<file path="src/sv/assert_macros.svh">
// ----------------------------------------------------------------------------
// Assertion macros
// Shared concurrent assertion wrappers for the encoder qualifier RTL.
// ----------------------------------------------------------------------------
`ifndef ASSERT_MACROS_SVH
`define ASSERT_MACROS_SVH

// Clocked check, switched off while reset is held
`define ASSERT_CLK(name, clk, rst_n, prop) \
    name: assert property (@(posedge clk) disable iff (!(rst_n)) (prop)) \
        else $error("assertion failed: %m");

// Clocked check that also holds during reset
`define ASSERT_ALWAYS(name, clk, prop) \
    name: assert property (@(posedge clk) (prop)) \
        else $error("assertion failed: %m");

`endif

</file>
<file path="src/sv/rebq_pkg.sv">
`timescale 1ns / 1ps
// ----------------------------------------------------------------------------
// rebq_pkg
// Types, codes and the quadrature step table for the encoder qualifier.
// ----------------------------------------------------------------------------
package rebq_pkg;

    // Default width of the tick counters
    localparam int TICK_COUNTER_WIDTH_DEFAULT = 16;

    // Field widths
    localparam int CFG_INDEX_W = 2;
    localparam int CFG_DATA_W  = 16;
    localparam int THR_W       = 3;
    localparam int ACC_W       = 4;

    // Register reset values
    localparam logic [15:0]      DEBOUNCE_RESET   = 16'd50;
    localparam logic [15:0]      LONG_PRESS_RESET = 16'd1000;
    localparam logic [THR_W-1:0] DETENT_RESET     = 3'd2;

    // Register indexes
    localparam logic [CFG_INDEX_W-1:0] CFG_DEBOUNCE   = 2'd0;
    localparam logic [CFG_INDEX_W-1:0] CFG_LONG_PRESS = 2'd1;
    localparam logic [CFG_INDEX_W-1:0] CFG_DETENT     = 2'd2;

    typedef enum logic [1:0] {
        ROT_NONE = 2'd0,
        ROT_CW   = 2'd1,
        ROT_CCW  = 2'd2
    } t_rotation;

    typedef enum logic [1:0] {
        EV_NONE  = 2'd0,
        EV_LONG  = 2'd1,
        EV_CLICK = 2'd2
    } t_button_event;

    // Button timing settings handed to the button qualifier
    typedef struct packed {
        logic [15:0] debounce_ticks;
        logic [15:0] long_press_ticks;
    } t_btn_cfg;

    // Quadrature step from old and new AB pair (A is the high bit)
    function automatic logic signed [ACC_W:0] quad_step(input logic [1:0] prev_ab,
                                                       input logic [1:0] cur_ab);
        logic signed [ACC_W:0] step;
        step = '0;
        case ({prev_ab, cur_ab})
            4'b0001, 4'b0111, 4'b1000, 4'b1110: step = 5'sd1;
            4'b0010, 4'b0100, 4'b1011, 4'b1101: step = -5'sd1;
            default:                            step = '0;
        endcase
        return step;
    endfunction

endpackage

</file>
<file path="src/sv/rebq_button.sv">
`timescale 1ns / 1ps
// ----------------------------------------------------------------------------
// rebq_button
// Push button debounce, hold timing and click / long press event decode.
// ----------------------------------------------------------------------------
`include "assert_macros.svh"

module rebq_button #(
    parameter int TICK_COUNTER_WIDTH = rebq_pkg::TICK_COUNTER_WIDTH_DEFAULT
) (
    input  logic                     i_clk,
    input  logic                     i_rst_n,
    input  logic                     i_accept,
    input  logic                     i_button_level,
    input  rebq_pkg::t_btn_cfg       i_cfg,
    output rebq_pkg::t_button_event  o_event
);

    localparam int CMP_W = (TICK_COUNTER_WIDTH > 16) ? TICK_COUNTER_WIDTH : 16;

    logic                          r_raw, n_raw;
    logic                          r_stable, n_stable;
    logic [TICK_COUNTER_WIDTH-1:0] r_dcount, n_dcount;
    logic [TICK_COUNTER_WIDTH-1:0] r_hold, n_hold;
    logic                          r_pressed, n_pressed;
    logic                          r_long, n_long;
    rebq_pkg::t_button_event       n_event;
    logic [CMP_W-1:0]              dcount_ext;
    logic [CMP_W-1:0]              hold_ext;

    // Work out the tick's button state and event
    always_comb begin
        n_raw     = r_raw;
        n_stable  = r_stable;
        n_pressed = r_pressed;
        n_long    = r_long;
        n_event   = rebq_pkg::EV_NONE;

        // restart the debounce count on a raw change, else saturate upwards
        if (i_button_level != r_raw) begin
            n_raw    = i_button_level;
            n_dcount = '0;
        end else begin
            n_dcount = (&r_dcount) ? r_dcount : r_dcount + 1'b1;
        end

        if (r_pressed) begin
            n_hold = (&r_hold) ? r_hold : r_hold + 1'b1;
        end else begin
            n_hold = r_hold;
        end

        dcount_ext = CMP_W'(n_dcount);

        // stable level follows once the raw level has settled
        if ((dcount_ext > CMP_W'(i_cfg.debounce_ticks)) && (i_button_level != r_stable)) begin
            n_stable = i_button_level;
            if (!i_button_level) begin
                n_pressed = 1'b1;
                n_hold    = '0;
                n_long    = 1'b0;
            end else begin
                n_pressed = 1'b0;
                n_event   = rebq_pkg::EV_CLICK;
            end
        end

        hold_ext = CMP_W'(n_hold);

        // long press fires once per press
        if (n_pressed && !n_long && (hold_ext > CMP_W'(i_cfg.long_press_ticks))) begin
            n_long  = 1'b1;
            n_event = rebq_pkg::EV_LONG;
        end
    end

    // Advance button state on each accepted beat
    always_ff @(posedge i_clk) begin
        if (!i_rst_n) begin
            r_raw     <= 1'b1;
            r_stable  <= 1'b1;
            r_dcount  <= '0;
            r_hold    <= '0;
            r_pressed <= 1'b0;
            r_long    <= 1'b0;
        end else if (i_accept) begin
            r_raw     <= n_raw;
            r_stable  <= n_stable;
            r_dcount  <= n_dcount;
            r_hold    <= n_hold;
            r_pressed <= n_pressed;
            r_long    <= n_long;
        end
    end

    assign o_event = n_event;

    `ASSERT_CLK(a_long_needs_fresh_press, i_clk, i_rst_n, (n_event == rebq_pkg::EV_LONG) |-> (n_pressed && !r_long))
    `ASSERT_CLK(a_click_ends_press, i_clk, i_rst_n, (i_accept && (n_event == rebq_pkg::EV_CLICK)) |=> !r_pressed)

endmodule

</file>
<file path="src/sv/rotary_encoder_button_qualifier.sv">
`timescale 1ns / 1ps
// ----------------------------------------------------------------------------
// rotary_encoder_button_qualifier
// Quadrature decode with detent counting and push button debounce per tick.
// ----------------------------------------------------------------------------
// Usage:
//   Input channel (i_in_valid / o_in_stall) carries one beat per millisecond
//   tick: sampled encoder levels A and B and the raw button level.
//   Output channel (o_out_valid / i_out_stall) returns exactly one beat per
//   input beat: the rotation detent code and the button event code.
//   Configuration channel (i_cfg_valid / o_cfg_ready) writes debounce ticks,
//   long press ticks and detent threshold; write only while the block is idle.
//   The decoded result is registered in the output register; one beat is taken
//   in every cycle while o_in_stall is low. A single pass of decode logic lies
//   between the state registers and the output register.
//   When the receiver stalls, the result waits in the output register and one
//   more beat is taken into a skid register; o_in_stall then rises until the
//   output drains.
//   Synchronous active-low reset clears the encoder and button state, empties
//   the output path and restores the register defaults.
// ----------------------------------------------------------------------------
`include "assert_macros.svh"

module rotary_encoder_button_qualifier #(
    parameter int TICK_COUNTER_WIDTH = rebq_pkg::TICK_COUNTER_WIDTH_DEFAULT
) (
    input  logic                             i_clk,
    input  logic                             i_rst_n,
    // input beat
    input  logic                             i_in_valid,
    output logic                             o_in_stall,
    input  logic                             i_phase_a,
    input  logic                             i_phase_b,
    input  logic                             i_button_level,
    // output beat
    output logic                             o_out_valid,
    input  logic                             i_out_stall,
    output logic [1:0]                       o_rotation,
    output logic [1:0]                       o_button_event,
    // configuration writes
    input  logic                             i_cfg_valid,
    output logic                             o_cfg_ready,
    input  logic [rebq_pkg::CFG_INDEX_W-1:0] i_cfg_index,
    input  logic [rebq_pkg::CFG_DATA_W-1:0]  i_cfg_data
);

    localparam int ACC_W = rebq_pkg::ACC_W;

    logic [15:0]                 r_debounce_ticks;
    logic [15:0]                 r_long_press_ticks;
    logic [rebq_pkg::THR_W-1:0]  r_detent;

    logic                        r_prev_a, r_prev_b;
    logic signed [ACC_W-1:0]     r_acc, n_acc;

    logic                        in_accept;
    logic                        out_take;
    rebq_pkg::t_rotation         n_rotation;
    rebq_pkg::t_button_event     btn_event;
    rebq_pkg::t_btn_cfg          btn_cfg;

    logic signed [ACC_W:0]       sum;
    logic signed [ACC_W:0]       sat;
    logic signed [ACC_W:0]       thr;

    logic                        r_out_valid;
    rebq_pkg::t_rotation         r_out_rot;
    rebq_pkg::t_button_event     r_out_ev;
    logic                        r_skid_valid;
    rebq_pkg::t_rotation         r_skid_rot;
    rebq_pkg::t_button_event     r_skid_ev;

    assign in_accept  = i_in_valid && !r_skid_valid;
    assign out_take   = r_out_valid && !i_out_stall;
    assign o_in_stall = r_skid_valid;
    assign o_cfg_ready = 1'b1;

    // Register writes
    always_ff @(posedge i_clk) begin
        if (!i_rst_n) begin
            r_debounce_ticks   <= rebq_pkg::DEBOUNCE_RESET;
            r_long_press_ticks <= rebq_pkg::LONG_PRESS_RESET;
            r_detent           <= rebq_pkg::DETENT_RESET;
        end else if (i_cfg_valid) begin
            case (i_cfg_index)
                rebq_pkg::CFG_DEBOUNCE:   r_debounce_ticks   <= i_cfg_data;
                rebq_pkg::CFG_LONG_PRESS: r_long_press_ticks <= i_cfg_data;
                rebq_pkg::CFG_DETENT:     r_detent           <= i_cfg_data[rebq_pkg::THR_W-1:0];
                default: ;
            endcase
        end
    end

    // Decode quadrature step, saturate, then strip whole detents
    always_comb begin
        sum = {r_acc[ACC_W-1], r_acc} + rebq_pkg::quad_step({r_prev_a, r_prev_b},
                                                            {i_phase_a, i_phase_b});
        if (sum > 5'sd7) begin
            sat = 5'sd7;
        end else if (sum < -5'sd8) begin
            sat = -5'sd8;
        end else begin
            sat = sum;
        end

        // zero threshold acts as one
        thr = (r_detent == '0) ? 5'sd1 : $signed({2'b00, r_detent});

        n_rotation = rebq_pkg::ROT_NONE;
        n_acc      = sat[ACC_W-1:0];
        if (sat >= thr) begin
            n_rotation = rebq_pkg::ROT_CW;
            n_acc      = ACC_W'(sat - thr);
        end else if (sat <= -thr) begin
            n_rotation = rebq_pkg::ROT_CCW;
            n_acc      = ACC_W'(sat + thr);
        end
    end

    // Advance encoder state on each accepted beat
    always_ff @(posedge i_clk) begin
        if (!i_rst_n) begin
            r_prev_a <= 1'b1;
            r_prev_b <= 1'b1;
            r_acc    <= '0;
        end else if (in_accept) begin
            r_prev_a <= i_phase_a;
            r_prev_b <= i_phase_b;
            r_acc    <= n_acc;
        end
    end

    assign btn_cfg.debounce_ticks   = r_debounce_ticks;
    assign btn_cfg.long_press_ticks = r_long_press_ticks;

    rebq_button #(
        .TICK_COUNTER_WIDTH(TICK_COUNTER_WIDTH)
    ) u_button (
        .i_clk          (i_clk),
        .i_rst_n        (i_rst_n),
        .i_accept       (in_accept),
        .i_button_level (i_button_level),
        .i_cfg          (btn_cfg),
        .o_event        (btn_event)
    );

    // Output register and skid stage: control
    always_ff @(posedge i_clk) begin
        if (!i_rst_n) begin
            r_out_valid  <= 1'b0;
            r_skid_valid <= 1'b0;
        end else if (out_take || !r_out_valid) begin
            r_out_valid  <= r_skid_valid || in_accept;
            r_skid_valid <= 1'b0;
        end else if (in_accept) begin
            r_skid_valid <= 1'b1;
        end
    end

    // Output register and skid stage: payload
    always_ff @(posedge i_clk) begin
        if (out_take || !r_out_valid) begin
            if (r_skid_valid) begin
                r_out_rot <= r_skid_rot;
                r_out_ev  <= r_skid_ev;
            end else if (in_accept) begin
                r_out_rot <= n_rotation;
                r_out_ev  <= btn_event;
            end
        end else if (in_accept) begin
            r_skid_rot <= n_rotation;
            r_skid_ev  <= btn_event;
        end
    end

    assign o_out_valid    = r_out_valid;
    assign o_rotation     = r_out_rot;
    assign o_button_event = r_out_ev;

    `ASSERT_ALWAYS(a_skid_behind_output, i_clk, r_skid_valid |-> r_out_valid)
    `ASSERT_CLK(a_stall_fills_skid, i_clk, i_rst_n, (r_out_valid && i_out_stall && in_accept) |=> r_skid_valid)

endmodule
</file>
<file path="config.mk">
export PLATFORM = sky130hd
export DESIGN_NAME = rotary_encoder_button_qualifier
export DESIGN_NICKNAME = d
export VERILOG_FILES = /design/src/sv/rebq_pkg.sv /design/src/sv/rebq_button.sv /design/src/sv/rotary_encoder_button_qualifier.sv
export VERILOG_INCLUDE_DIRS = /design/src /design/src/sv
export SDC_FILE = /design/constraint.sdc
export NUM_CORES = 1
export LEC_CHECK = 0
export BUFFER_PORTS_ARGS = -buffer_cell sky130_fd_sc_hd__buf_2
export CAP_MARGIN = 10
export CORE_ASPECT_RATIO = 2
export CORE_MARGIN = 3
export CORE_UTILIZATION = 40
export CTS_BUF_LIST = sky130_fd_sc_hd__clkbuf_4
export DETAILED_ROUTE_END_ITERATION = 12
export HOLD_SLACK_MARGIN = 0.15
export PLACE_DENSITY = 0.6
export SETUP_SLACK_MARGIN = 0.15
export SYNTH_ARGS = -nofsm -noshare
export SYNTH_HDL_FRONTEND = slang
export SYNTH_SLANG_ARGS = --single-unit
</file>
<file path="constraint.sdc">
create_clock -name i_clk -period 4.6 [get_ports i_clk]
set_clock_uncertainty 0.2 [all_clocks]
set_input_delay 0.23 -clock i_clk [delete_from_list [all_inputs] [get_ports i_clk]]
set_output_delay 0.23 -clock i_clk [all_outputs]
set_load 0.005 [all_outputs]
</file>
Yosys cells after proc, flatten, opt, wreduce, memory -nomap -nowiden. Memory sizes are Yosys's and may differ from the RTL's. Cells that the tools add are included. W data, S select, Z words.

Flip-flop bits (word level): 87. Input bits: 26. ROM bits: 80. Word-level logic and storage cells: 86. Output and inout port bits: 7. Memories: 1.

Memory list: (name not given) (depth 16, bits a word 5, rd ports 1, clocked after memory_dff 0, wr ports 0, line rebq_pkg.sv:50) `case ({prev_ab, cur_ab})`.

Equal/unequal tests: 4. Mux-type cells: 25. Bitwise operators: 2. Reductions and logical operators: 24. Add/subtract/negate cells: 6. Magnitude comparators: 6.

Operators by type and width (number): $mux W16 (6); $add A16 B1 Y16 const B (2); $gt A16 B16 Y1 (2); $reduce_and A16 Y1 (2); $mux W2 (9); $reduce_and A2 Y1 (7); $mux W5 (2); $mux W4 (2); $add A5 B5 Y5 (1); $ge A5 B4 Y1 (1); $gt A5 B4 Y1 const B (1); $le A5 B5 Y1 (1); $logic_and A1 B1 Y1 (5); $lt A5 B4 Y1 const B (1); $mux W1 (5); $neg A3 Y5 (1); $add A4 B4 Y4 (1); $logic_not A1 Y1 (4); $sub A4 B4 Y4 (1); $logic_not A3 Y1 (1); $mux W3 (1); $eq A2 B1 Y1 const B (1); $eq A2 B2 Y1 const B (1); $logic_not A2 Y1 (1); 5 further kinds (8).

Longest topological paths before layout. Gate-level depths: netlist of run 1.

Word-level depth: 12. Gate-level depth with buffers: 23. Gate-level depth less buffers: 23.

Modules after synthesis. Synthesis of run 1 repeated with hierarchy kept, for this count alone.

Cells, all modules: 765. Area, all modules: 6054.6 µm².

Modules (own cells, without submodules): rebq_button (area each 3359.5 µm², seq. area each 720.7 µm², times used 1, cells each 457); rotary_encoder_button_qualifier (area each 2695.1 µm², seq. area each 1101.1 µm², times used 1, cells each 308).

Least setup slack after synthesis of run 1. OpenSTA, ideal clock, no wires.

Kind: register -> register. From: reg u_button.r_dcount[0]. To: reg r_out_ev[0], in the netlist o_button_event[0], data pin. Path slack: -296 ps. Buffers on the path: 2. Arrival time: 4432 ps. Clock period less this slack: 4896 ps. Stages on the path, launching flop included: 23. Required time: 4135 ps. Path through: dfxtp_1 > ha_1 > nand3_1 > or3_1 > o21ai_1 > nor2_1 > xnor2_1 > nor2_1 > ha_1 > nand2_1 > or4_4 > a21o_1 > a31oi_4 > buf_4 > buf_2 > nor2_1 > ha_1 > a21oi_1 > o21ai_0 > a221oi_1 > nand2_1 > o211ai_1 > o21ai_1.

Elaborated cells between the ends (all ways): 17. Those cells by class: add/sub (1); order compare (2); mux (9); reduce/logical (5).

RTL lines: start: declaration (line rebq_button.sv:23) `logic [TICK_COUNTER_WIDTH-1:0] r_dcount, n_dcount;`; start signal: assignment (line rebq_button.sv:89) `r_dcount <= n_dcount;`; $add A16 B1 Y16 / $reduce_and A16 Y1 (equally long branches) (line rebq_button.sv:44) `n_dcount = (&r_dcount) ? r_dcount : r_dcount + 1'b1;`; $mux W16 * (line rebq_button.sv:44); $mux W16 * (line rebq_button.sv:40) `if (i_button_level != r_raw) begin`; net u_button.dcount_ext[9] (line rebq_button.sv:28) `logic [CMP_W-1:0] dcount_ext;`; $gt A16 B16 Y1 * (line rebq_button.sv:56) `if ((dcount_ext > CMP_W'(i_cfg.debounce_ticks)) && (i_button_level != r_stable)) begin`; $logic_and A1 B1 Y1 * (line rebq_button.sv:56); $mux W16 * (line rebq_button.sv:56); net u_button.hold_ext[7] (line rebq_button.sv:29) `logic [CMP_W-1:0] hold_ext;`; $gt A16 B16 Y1 * (line rebq_button.sv:71) `if (n_pressed && !n_long && (hold_ext > CMP_W'(i_cfg.long_press_ticks))) begin`; $logic_and A1 B1 Y1 * (line rebq_button.sv:71); $mux W2 * (line rebq_button.sv:71); $mux W2 * (line rotary_encoder_button_qualifier.sv:166) `end else if (in_accept) begin`; $mux W2 * (line rotary_encoder_button_qualifier.sv:163) `if (r_skid_valid) begin`; end signal: assignment (line rotary_encoder_button_qualifier.sv:165) `r_out_ev <= r_skid_ev;`; end signal: assignment (line rotary_encoder_button_qualifier.sv:168) `r_out_ev <= btn_event;`; end: declaration (line rotary_encoder_button_qualifier.sv:68) `rebq_pkg::t_button_event r_out_ev;`.

Mark *: on every way through the listed nets, which the timed path passes. The rest lies on a longest branch. The select of a mux whose other input is x is not followed. A chain may end at the register's enable or synchronous reset.

Worst setup path in the final report of run 1.
From: reg u_button.r_dcount[1]. To: reg r_out_ev[0], in the netlist o_button_event[0], data pin.

Same word-level chain as after synthesis.

==> impl_metrics.csv, run 1 <==
group,metric,value,unit
run_status,status,"finished with violations",
run_status,violations,"setup timing",
worst_setup_path,cp-end-kind,"flip-flop",
worst_setup_path,crit_type,"reg -> reg",
synth,synth_nets,821,
synth,synthFlopType,"dfxtp_1",
synth,async_reset_ff_share,0,%
worst_setup_path,start_kind,"flip-flop",
cts,cts_inserted_buffers,9,
grt,grt_pass1_wl,26.9,mm
cts,clk_pin_slew_worst_paths,150,ps
floorplan,dieArea,16300,um^2
pwr,powerDensity,297,nW/um^2
drt,drt-total-wl,16.9,mm
cts,cts_tree,"done",
sta,whs,246,ps
placed_design,post-dp-hpwl,12.6,mm
drt,wl_per_cell,16.5,um
synth,synth.distinct_cells,64,
pwr,report.power.total,2.18,mW
layout,multiInputGateArea,3990,um^2
layout,syn2layout_area_growth,24.7,%
cts,clkLatencyLatePin,480,ps
layout,layout.cells.most_common,"nand2_1",
worst_setup_path,critPathMaxStageDelay,560,ps
sta,relSlewSlack,35.3,%
synth,synthesis.area,5880,um^2
layout,nets,912,
layout,drive_gt1_share,19.3,%
worst_setup_path,cp_max_fo,6,
sta,final_max_slew_viol_count,0,
worst_setup_path,path_cells,"ha_4, nand3_4, or3_4, o21ai_4, xnor2_1, nor2_1, ha_1, nand4_1, or4_4, buf_6, o21ai_4, a31oi_4, buf_6, a31oi_4, o21a_1, ha_4, nand4_1, nor2_1, a221oi_2, nand2_1, o211ai_1, o21ai_1",
grt,overflow,0,
layout,final_cell_mix,"nand2_1 (110), dfxtp_1 (75), inv_1 (54), buf_4 (49), ha_1 (48)",
sta,finalHoldViolations,0,
cts,ctsLongestPathBuffers,2,
sta,post-route-period-util,103,%
pwr,p_leak,2.95,nW
synth,syn_avg_cell_area,7.96,um^2
sta,setup_ws,-130,ps
grt,antenna_found_initial,1,
synth,ys_seq_area_share,31.0,%
drt,firstDrtPassIters,4,
floorplan,die_w,91.7,um
grt,grt_pass1_vias,5582,
worst_setup_path,worstPathArrival,4740,ps
placed_design,place.gp.congestion,0.948,
floorplan,io_pins,33,
layout,filler_cell_count,1413,
sta,fmax,211,MHz
drt,drc,0,
cts,clockRootBuffer,"clkbuf_4",
run,drv_cap,0,
worst_hold_path,min_path_type,"in -> reg",
sta,setup_tns,-203,ps
cts,htreeDepth,3,
sta,worst_slew_pin_slew,970,ps
layout,seqCellArea,1830,um^2
floorplan,initial_utilization,41.0,%
synth,yosysWarningCount,0,
drt,routed_via_density,5.42,
placed_design,portBuffers,31,
cts,clock-sinks,87,
sta,finalSetupViolCount,3,
sta,rsz0062_at_grt,"yes",
drt,vias,5567,
synth,syn_inst,738,
floorplan,row_count,62,
drt,drt_first_iter_violations,274,
sta,post-route-min-period,4730,ps
synth,synth_edf_count,8,
grt,grt_max_degree,54,
worst_setup_path,cp.required,4610,ps
pwr,vdd_drop_max,0.184,mV
floorplan,die_y,177,um
grt,track_usage,21.1,%
synth,ys_seq_elements,87,
worst_setup_path,cpMaxStageDelayCell,"or4_4",
drt,drtAntennaViolNets,0,
floorplan,core,14400,um^2
## cell usage after synthesis, drive strengths merged (8+ instances only)
library cell,number,area [um^2]
a21boi,43,323
a21oi,39,195
a31oi,14,103
clkbuf,28,105
dfxtp,79,1580
edfxtp,8,240
ha,54,676
inv,55,206
mux2i,9,90.1
nand2,111,417
nand3,25,125
nand4,12,81.3
nor2,47,176
nor2b,20,125
nor3,13,75.1
o211ai,15,113
o21ai,44,224
or3,10,62.6
xnor2,13,114
xor2,12,105
## flip-flops by register name (all words and copies together), names as in the netlist
| signal | count |
|---|---|
| u_button.r_raw | 1 |
| r_long_press_ticks | 16 |
| u_button.r_pressed | 1 |
| r_skid_rot | 2 |
| u_button.r_long | 1 |
| u_button.r_hold | 16 |
| r_acc | 4 |
| o_in_stall | 1 |
| o_rotation | 2 |
| u_button.r_stable | 1 |
| r_prev_b | 1 |
| u_button.r_dcount | 16 |
| r_skid_ev | 2 |
| o_out_valid | 1 |
| o_button_event | 2 |
| r_prev_a | 1 |
| r_debounce_ticks | 16 |
| r_detent | 3 |
## critical path: cells and delay by family, from the launching register on
family,cells,cell delay (ps)
simple gates,8,1540
compound gates,8,1230
fa+ha+maj,3,640
flops,1,390
buf+inv,2,310
xor+xnor,1,140
## layout make-up
| class | instances | area share, % |
|---|---|---|
| Multi-Input combinational cell | 561 | 54.4 |
| Inverter | 55 | 2.82 |
| Tap cell | 192 | 3.28 |
| Clock buffer | 9 | 0.922 |
| Antenna cell | 1 | 0.0341 |
| Timing Repair Buffer | 115 | 12.3 |
| Sequential cell | 87 | 25.0 |
| Clock inverter | 7 | 1.19 |
## routing by layer
layer	track usage, %	wire, um	up-vias
met5	0	0	-
li1	-	-	2752
met4	12.4	1010	0
met1	19.6	5870	2625
met3	2.80	424	56
met2	42.2	9610	134
## cell families (layout without fill, tap and decap cells)
family          after synthesis  count (layout)  share of synthesized area (%)
simple gates                281             281                           23.7
compound gates              184             184                           20.6
buf+inv                      90             186                           6.09
flops                        87              87                           31.0
fa+ha+maj                    57              57                           12.5
xor+xnor                     25              25                           3.72
mux                          12              12                           2.30
other cells                   2               3                          0.128
## stage by stage
step                instance area (um^2)  setup WS (ps)  std cells  utilization (%)
detailed placement                  6620           -153        972             46.1
global placement                    6620          -39.8        972             46.1
finish                              7330           -130       1027             51.1
CTS                                 7250           -135       1024             50.5
floorplan                           6010            128        738                -
global route                        7330           -376       1027             51.1
## worst paths after layout
| check | cells after the start | slack (ps) | startpoint | to |
|---|---|---|---|---|
| setup / recovery | 22 | -130 | u_button.r_dcount[1]$_SDFFE_PN0P_ | o_button_event[0]$_DFFE_PP_ |
| hold reg to reg | 2 | 280 | r_debounce_ticks[14]$_SDFFE_PN0P_ | r_debounce_ticks[14]$_SDFFE_PN0P_ |
| hold / removal | 6 | 250 | i_button_level | u_button.r_dcount[12]$_SDFFE_PN0P_ |
| setup reg to reg | 22 | -130 | u_button.r_dcount[1]$_SDFFE_PN0P_ | o_button_event[0]$_DFFE_PP_ |
## power breakdown
part / switching, mW / total (mW) / internal [mW] / leakage, nW
registers: 0.0206 / 0.835 / 0.815 / 0.720
clock network: 0.307 / 0.485 / 0.177 / 0.0846
logic: 0.478 / 0.857 / 0.379 / 2.15
total: 0.806 / 2.18 / 1.37 / 2.95
## what timing repair did
action,CTS,global route
buffers inserted,8,2
hold buffers,28,0
resized for setup,31,16
setup endpoints to repair,3,7
pin swaps,20,3
endpoints found under the hold margin,51,0
No activity file was read; power rests on OpenSTA's default activity.
==> run 2: changes to the inputs <==
--- a/config.mk
+++ b/config.mk
@@ -14,7 +14,7 @@
 export CTS_BUF_LIST = sky130_fd_sc_hd__clkbuf_4
 export DETAILED_ROUTE_END_ITERATION = 12
 export HOLD_SLACK_MARGIN = 0.15
-export PLACE_DENSITY = 0.6
+export PLACE_DENSITY = 0.58
 export SETUP_SLACK_MARGIN = 0.15
 export SYNTH_ARGS = -nofsm -noshare
 export SYNTH_HDL_FRONTEND = slang
==> constraint.sdc (replaced) <==
create_clock -name i_clk -period 6 [get_ports i_clk]
set_clock_uncertainty 0.2 [all_clocks]
set_input_delay 0.3 -clock i_clk [delete_from_list [all_inputs] [get_ports i_clk]]
set_output_delay 0.3 -clock i_clk [all_outputs]
set_load 0.005 [all_outputs]
==> run 2 against run 1 <==
The flow now finishes without violations. Final cell count is 4.7% lower. Non-clock buffer count shrank 48. Sequential power decreased by 23%. Fmax shrank 12%. Sequential share of layout area grew 2.3 points. Clock-buffer cell count increased by 2. Register-to-register slack gained 730 ps. Worst hold slack improved by 14 ps. Largest cell class unchanged.
==> impl_metrics.csv, run 2 (synthesis results as in run 1) <==
group,metric,value,unit
sta,relSlewSlack,43.9,%
placed_design,post-dp-hpwl,12.1,mm
worst_setup_path,worstPathArrival,5420,ps
sta,setup_tns,0,ps
drt,drt_first_iter_violations,319,
cts,ctsLongestPathBuffers,2,
cts,cts_inserted_buffers,9,
layout,nets,864,
worst_setup_path,cp-end-kind,"flip-flop",
layout,finalNonFillerCells,979,
drt,wl_per_cell,16.5,um
grt,overflow,0,
grt,grt_pass1_wl,26.1,mm
layout,final_cell_mix,"nand2_1 (111), dfxtp_1 (79), inv_1 (55), ha_1 (54), nor2_1 (47)",
sta,post-route-period-util,90.1,%
placed_design,place.gp.congestion,0.857,
sta,rsz0062_at_grt,"no",
run_status,status,"finished clean",
layout,drive_gt1_share,9.03,%
cts,cts-resized-gates,0,
cts,htreeDepth,3,
worst_setup_path,crit_type,"reg -> reg",
worst_hold_path,min_path_type,"in -> reg",
drt,vias,5360,
sta,fmax,185,MHz
drt,routed_via_density,5.47,
floorplan,dieArea,16300,um^2
pwr,p_leak,2.66,nW
floorplan,row_count,62,
placed_design,portBuffers,31,
placed_design,place_area,6170,um^2
placed_design,dp_cells,932,
drt,drt-total-wl,16.2,mm
sta,worst_slew_pin_slew,838,ps
cts,cts_tree,"done",
layout,design_area,6660,um^2
floorplan,initial_utilization,41.0,%
sta,post-route-min-period,5400,ps
layout,syn2layout_area_growth,13.4,%
layout,filler_cell_count,1421,
pwr,powerDensity,245,nW/um^2
floorplan,die_y,177,um
grt,track_usage,20.3,%
sta,finalSetupViolCount,0,
sta,whs,260,ps
worst_setup_path,cp_max_fo,14,
grt,grt_max_degree,82,
worst_setup_path,cp.required,6020,ps
cts,clockRootBuffer,"clkbuf_4",
cts,clk_pin_slew_worst_paths,160,ps
cts,clkLatencyLatePin,460,ps
sta,finalHoldViolations,0,
floorplan,io_pins,33,
run,drv_cap,0,
pwr,report.power.total,1.63,mW
worst_setup_path,start_kind,"flip-flop",
grt,grt_pass1_vias,5583,
pwr,vdd_drop_max,0.120,mV
drt,drc,0,
floorplan,die_w,91.7,um
drt,drtAntennaViolNets,0,
floorplan,core,14400,um^2
grt,antenna_found_initial,1,
drt,firstDrtPassIters,5,
sta,final_max_slew_viol_count,0,
layout,layout.cells.most_common,"nand2_1",
cts,clock-sinks,87,
==> run 2: repair_timing <==
item / in CTS / in global routing
buffers inserted: 0 / 0
hold endpoints to repair: 51 / 0
hold buffers: 30 / 0
==> run 2: worst max-delay path: stages, from the launching register on <==
cell and delay (ps):
dfxtp_1 450, ha_1 240, nand3_1 190, nor3_2 440
nand2_1 320, a31oi_1 320, o21a_1 180, ha_1 140
nand2_1 90, or4_4 550, a21o_1 230, a31oi_4 280
buf_4 240, nor2_1 80, ha_1 300, a21oi_1 140
o21ai_0 110, a221oi_1 310, nand2_1 90, o211ai_1 180
o21ai_1 90
==> run 2: final timing paths <==
path | from | slack, ps | depth (start not counted) | to
setup / recovery | u_button.r_dcount[0]$_SDFFE_PN0P_ | 600 | 20 | o_button_event[0]$_DFFE_PP_
setup reg to reg | u_button.r_dcount[0]$_SDFFE_PN0P_ | 600 | 20 | o_button_event[0]$_DFFE_PP_
hold / removal | i_rst_n | 260 | 3 | r_detent[1]$_SDFFE_PN1P_
hold reg to reg | r_debounce_ticks[2]$_SDFFE_PN0P_ | 280 | 2 | r_debounce_ticks[2]$_SDFFE_PN0P_
==> run 2: metal layers <==
layer | track usage (%) | routed length, um
met1 | 18.8 | 5650
met5 | 0 | 0
met2 | 39.0 | 8760
met3 | 2.63 | 457
met4 | 15.8 | 1280
==> run 2: cell type report <==
type / instances / area (um^2) / area share, %
Clock inverter: 5 / 106 / 1.60
Timing Repair Buffer: 67 / 500 / 7.51
Antenna cell: 1 / 2.50 / 0.0376
Sequential cell: 87 / 1820 / 27.3
Tap cell: 192 / 240 / 3.60
Inverter: 55 / 206 / 3.10
Clock buffer: 11 / 82.6 / 1.24
Multi-Input combinational cell: 561 / 3700 / 55.6
==> run 2: stage by stage <==
stage                     worst slack [ps]  utilization [%]
after detailed placement               664             43.0
after global placement                 792             43.0
after global routing                   159             46.4
after floorplan                       1100                -
after CTS                              617             46.4
final                                  595             46.4
==> run 2: power by group <==
part           internal [mW]  leakage (nW)  switching [mW]
clock network          0.221        0.0973           0.212
registers              0.625         0.718          0.0158
logic                  0.227          1.85           0.331
==> run 3: changes to the inputs <==
--- a/config.mk
+++ b/config.mk
@@ -12,6 +12,7 @@
 export CORE_MARGIN = 3
 export CORE_UTILIZATION = 40
 export CTS_BUF_LIST = sky130_fd_sc_hd__clkbuf_4
+export CTS_CLUSTER_SIZE = 20
 export DETAILED_ROUTE_END_ITERATION = 12
 export HOLD_SLACK_MARGIN = 0.15
 export PLACE_DENSITY = 0.58
==> constraint.sdc (replaced) <==
create_clock -name i_clk -period 6.46 [get_ports i_clk]
set_clock_uncertainty 0.2 [all_clocks]
set_input_delay 0.323 -clock i_clk [delete_from_list [all_inputs] [get_ports i_clk]]
set_output_delay 0.323 -clock i_clk [all_outputs]
set_load 0.005 [all_outputs]
==> run 3 against run 2 <==
Critical path depth rose by 1. Clock-buffer cell count down 1. Total power is 9.2% lower. Combinational power fell by 6.8%. Register-to-register slack better by 150 ps. Wire length is 1.6% lower. Global-route usage down 0.54 points. Non-clock buffer count decreased by 6. Flip-flop and latch count did not move.
==> impl_metrics.csv, run 3 (synthesis results as in run 1) <==
group,metric,value,unit
sta,finalHoldViolations,0,
pwr,powerDensity,225,nW/um^2
floorplan,dieArea,16300,um^2
cts,post_cts_buffers,0,
layout,multiInputGateArea,3700,um^2
sta,setup_tns,0,ps
worst_setup_path,cpMaxStageDelayCell,"a31oi_4",
sta,post-route-min-period,5720,ps
placed_design,place.gp.congestion,0.844,
worst_setup_path,cp_max_fo,19,
cts,hold_buffers,25,
worst_setup_path,start_kind,"flip-flop",
drt,drt-total-wl,15.9,mm
layout,finalNonFillerCells,973,
layout,drive_gt1_share,8.97,%
cts,cts_tree,"done",
grt,track_usage,19.8,%
layout,nets,858,
drt,vias,5291,
cts,cts_inserted_buffers,9,
sta,relSlewSlack,45.1,%
layout,layout.cells.most_common,"nand2_1",
layout,syn2layout_area_growth,12.0,%
floorplan,core,14400,um^2
worst_setup_path,worstPathArrival,5840,ps
cts,clockRootBuffer,"clkbuf_4",
placed_design,dp_cells,931,
layout,final_cell_mix,"nand2_1 (111), dfxtp_1 (79), inv_1 (55), ha_1 (54), nor2_1 (47)",
placed_design,post-place-ws,809,ps
cts,clk_pin_slew_worst_paths,160,ps
drt,drc,0,
placed_design,portBuffers,31,
grt,grt_pass1_vias,5302,
layout,filler_cell_count,1437,
layout,seqCellArea,1820,um^2
drt,firstDrtPassIters,7,
worst_setup_path,cp.buffers_inverters,1,
floorplan,row_count,62,
cts,ctsLongestPathBuffers,2,
worst_setup_path,crit_type,"reg -> reg",
floorplan,io_pins,33,
placed_design,post-dp-hpwl,11.9,mm
grt,grt_pass1_wl,25.4,mm
pwr,p_leak,2.63,nW
sta,finalSetupViolCount,0,
sta,rsz0062_at_grt,"no",
drt,routed_via_density,5.44,
run,drv_cap,0,
floorplan,initial_utilization,41.0,%
cts,htreeDepth,3,
drt,wl_per_cell,16.3,um
floorplan,die_y,177,um
worst_setup_path,cp-end-kind,"flip-flop",
drt,drtAntennaViolNets,0,
worst_setup_path,path_cells,"ha_1, nand3_1, or3_1, o21ai_1, nor2_1, xnor2_1, nor2_1, ha_1, nand2_1, or4_4, a21o_1, a31oi_4, buf_4, nor2_1, ha_1, nand4_1, nor4_1, a21oi_1, nand2_1, o211ai_1, o21ai_1",
cts,clock-sinks,87,
cts,cts-resized-gates,0,
grt,grt_max_degree,82,
run_status,status,"finished clean",
drt,drt_first_iter_violations,225,
sta,whs,213,ps
pwr,vdd_drop_max,0.0983,mV
sta,fmax,175,MHz
sta,post-route-period-util,88.5,%
layout,fin_util,45.9,%
worst_setup_path,critPathMaxStageDelay,520,ps
worst_hold_path,min_path_type,"in -> reg",
sta,setup_ws,743,ps
sta,worst_slew_pin_slew,820,ps
sta,final_max_slew_viol_count,0,
floorplan,die_w,91.7,um
grt,antenna_found_initial,1,
worst_setup_path,cp_top_family,"simple AND/OR/NAND/NOR gates",
grt,overflow,0,
worst_setup_path,cp.required,6580,ps
cts,clkLatencyLatePin,460,ps
-- run 3: cell count changes in the layout (fill, tap and decap cells not counted), sizes merged --
cell and delta:
dlygate4sd3 -5, inv +2, buf -1, bufinv -1, clkbuf -1, clkinv -1
clkinvlp +1
-- run 3: report_power, final --
group / switching [mW] / total, mW / internal (mW)
registers: 0.0151 / 0.595 / 0.580
clock network: 0.203 / 0.367 / 0.164
logic: 0.311 / 0.520 / 0.208
total: 0.530 / 1.48 / 0.952
-- run 3: metrics by stage --
stage                     total power, mW  cell area (um^2)
after floorplan                     0.974              5880
after global placement               1.08              6160
after detailed placement             1.11              6160
after CTS                            1.49              6580
after global routing                 1.58              6590
final                                1.48              6590
-- run 3: final timing paths --
path | end | slack, ps | cells after the start | from
worst min register to register | r_debounce_ticks[6]$_SDFFE_PN0P_ | 270 | 2 | r_debounce_ticks[6]$_SDFFE_PN0P_
worst max register to register | o_button_event[0]$_DFFE_PP_ | 740 | 21 | u_button.r_dcount[0]$_SDFFE_PN0P_
worst min-delay path | r_detent[1]$_SDFFE_PN1P_ | 210 | 4 | i_cfg_index[0]
worst max-delay path | o_button_event[0]$_DFFE_PP_ | 740 | 21 | u_button.r_dcount[0]$_SDFFE_PN0P_
-- run 3: area by class of cell --
type / instances / share of cell area (%)
inverter: 55 / 3.14
timing repair buffer: 61 / 6.73
multi-input combinational: 561 / 56.2
tap: 192 / 3.65
sequential: 87 / 27.7
clock buffer: 10 / 1.14
antenna: 1 / 0.0380
clock inverter: 6 / 1.41
-- run 3: routing by layer --
| metal | routed length, um | up-vias | GRT usage, % |
|---|---|---|---|
| li1 | - | 2651 | - |
| met1 | 5740 | 2484 | 18.7 |
| met2 | 8770 | 106 | 38.6 |
| met3 | 388 | 50 | 2.46 |
| met4 | 991 | 0 | 13.1 |
| met5 | 0 | - | 0 |
-- run 3: worst register-to-register path, stage by stage, from the launching register on --
cell	delay, ps
dfxtp_1	470
ha_1	250
nand3_1	200
or3_1	460
o21ai_1	300
nor2_1	130
xnor2_1	160
nor2_1	60
ha_1	290
nand2_1	70
or4_4	510
a21o_1	230
a31oi_4	520
buf_4	290
nor2_1	80
ha_1	310
nand4_1	140
nor4_1	380
a21oi_1	110
nand2_1	90
o211ai_1	150
o21ai_1	180
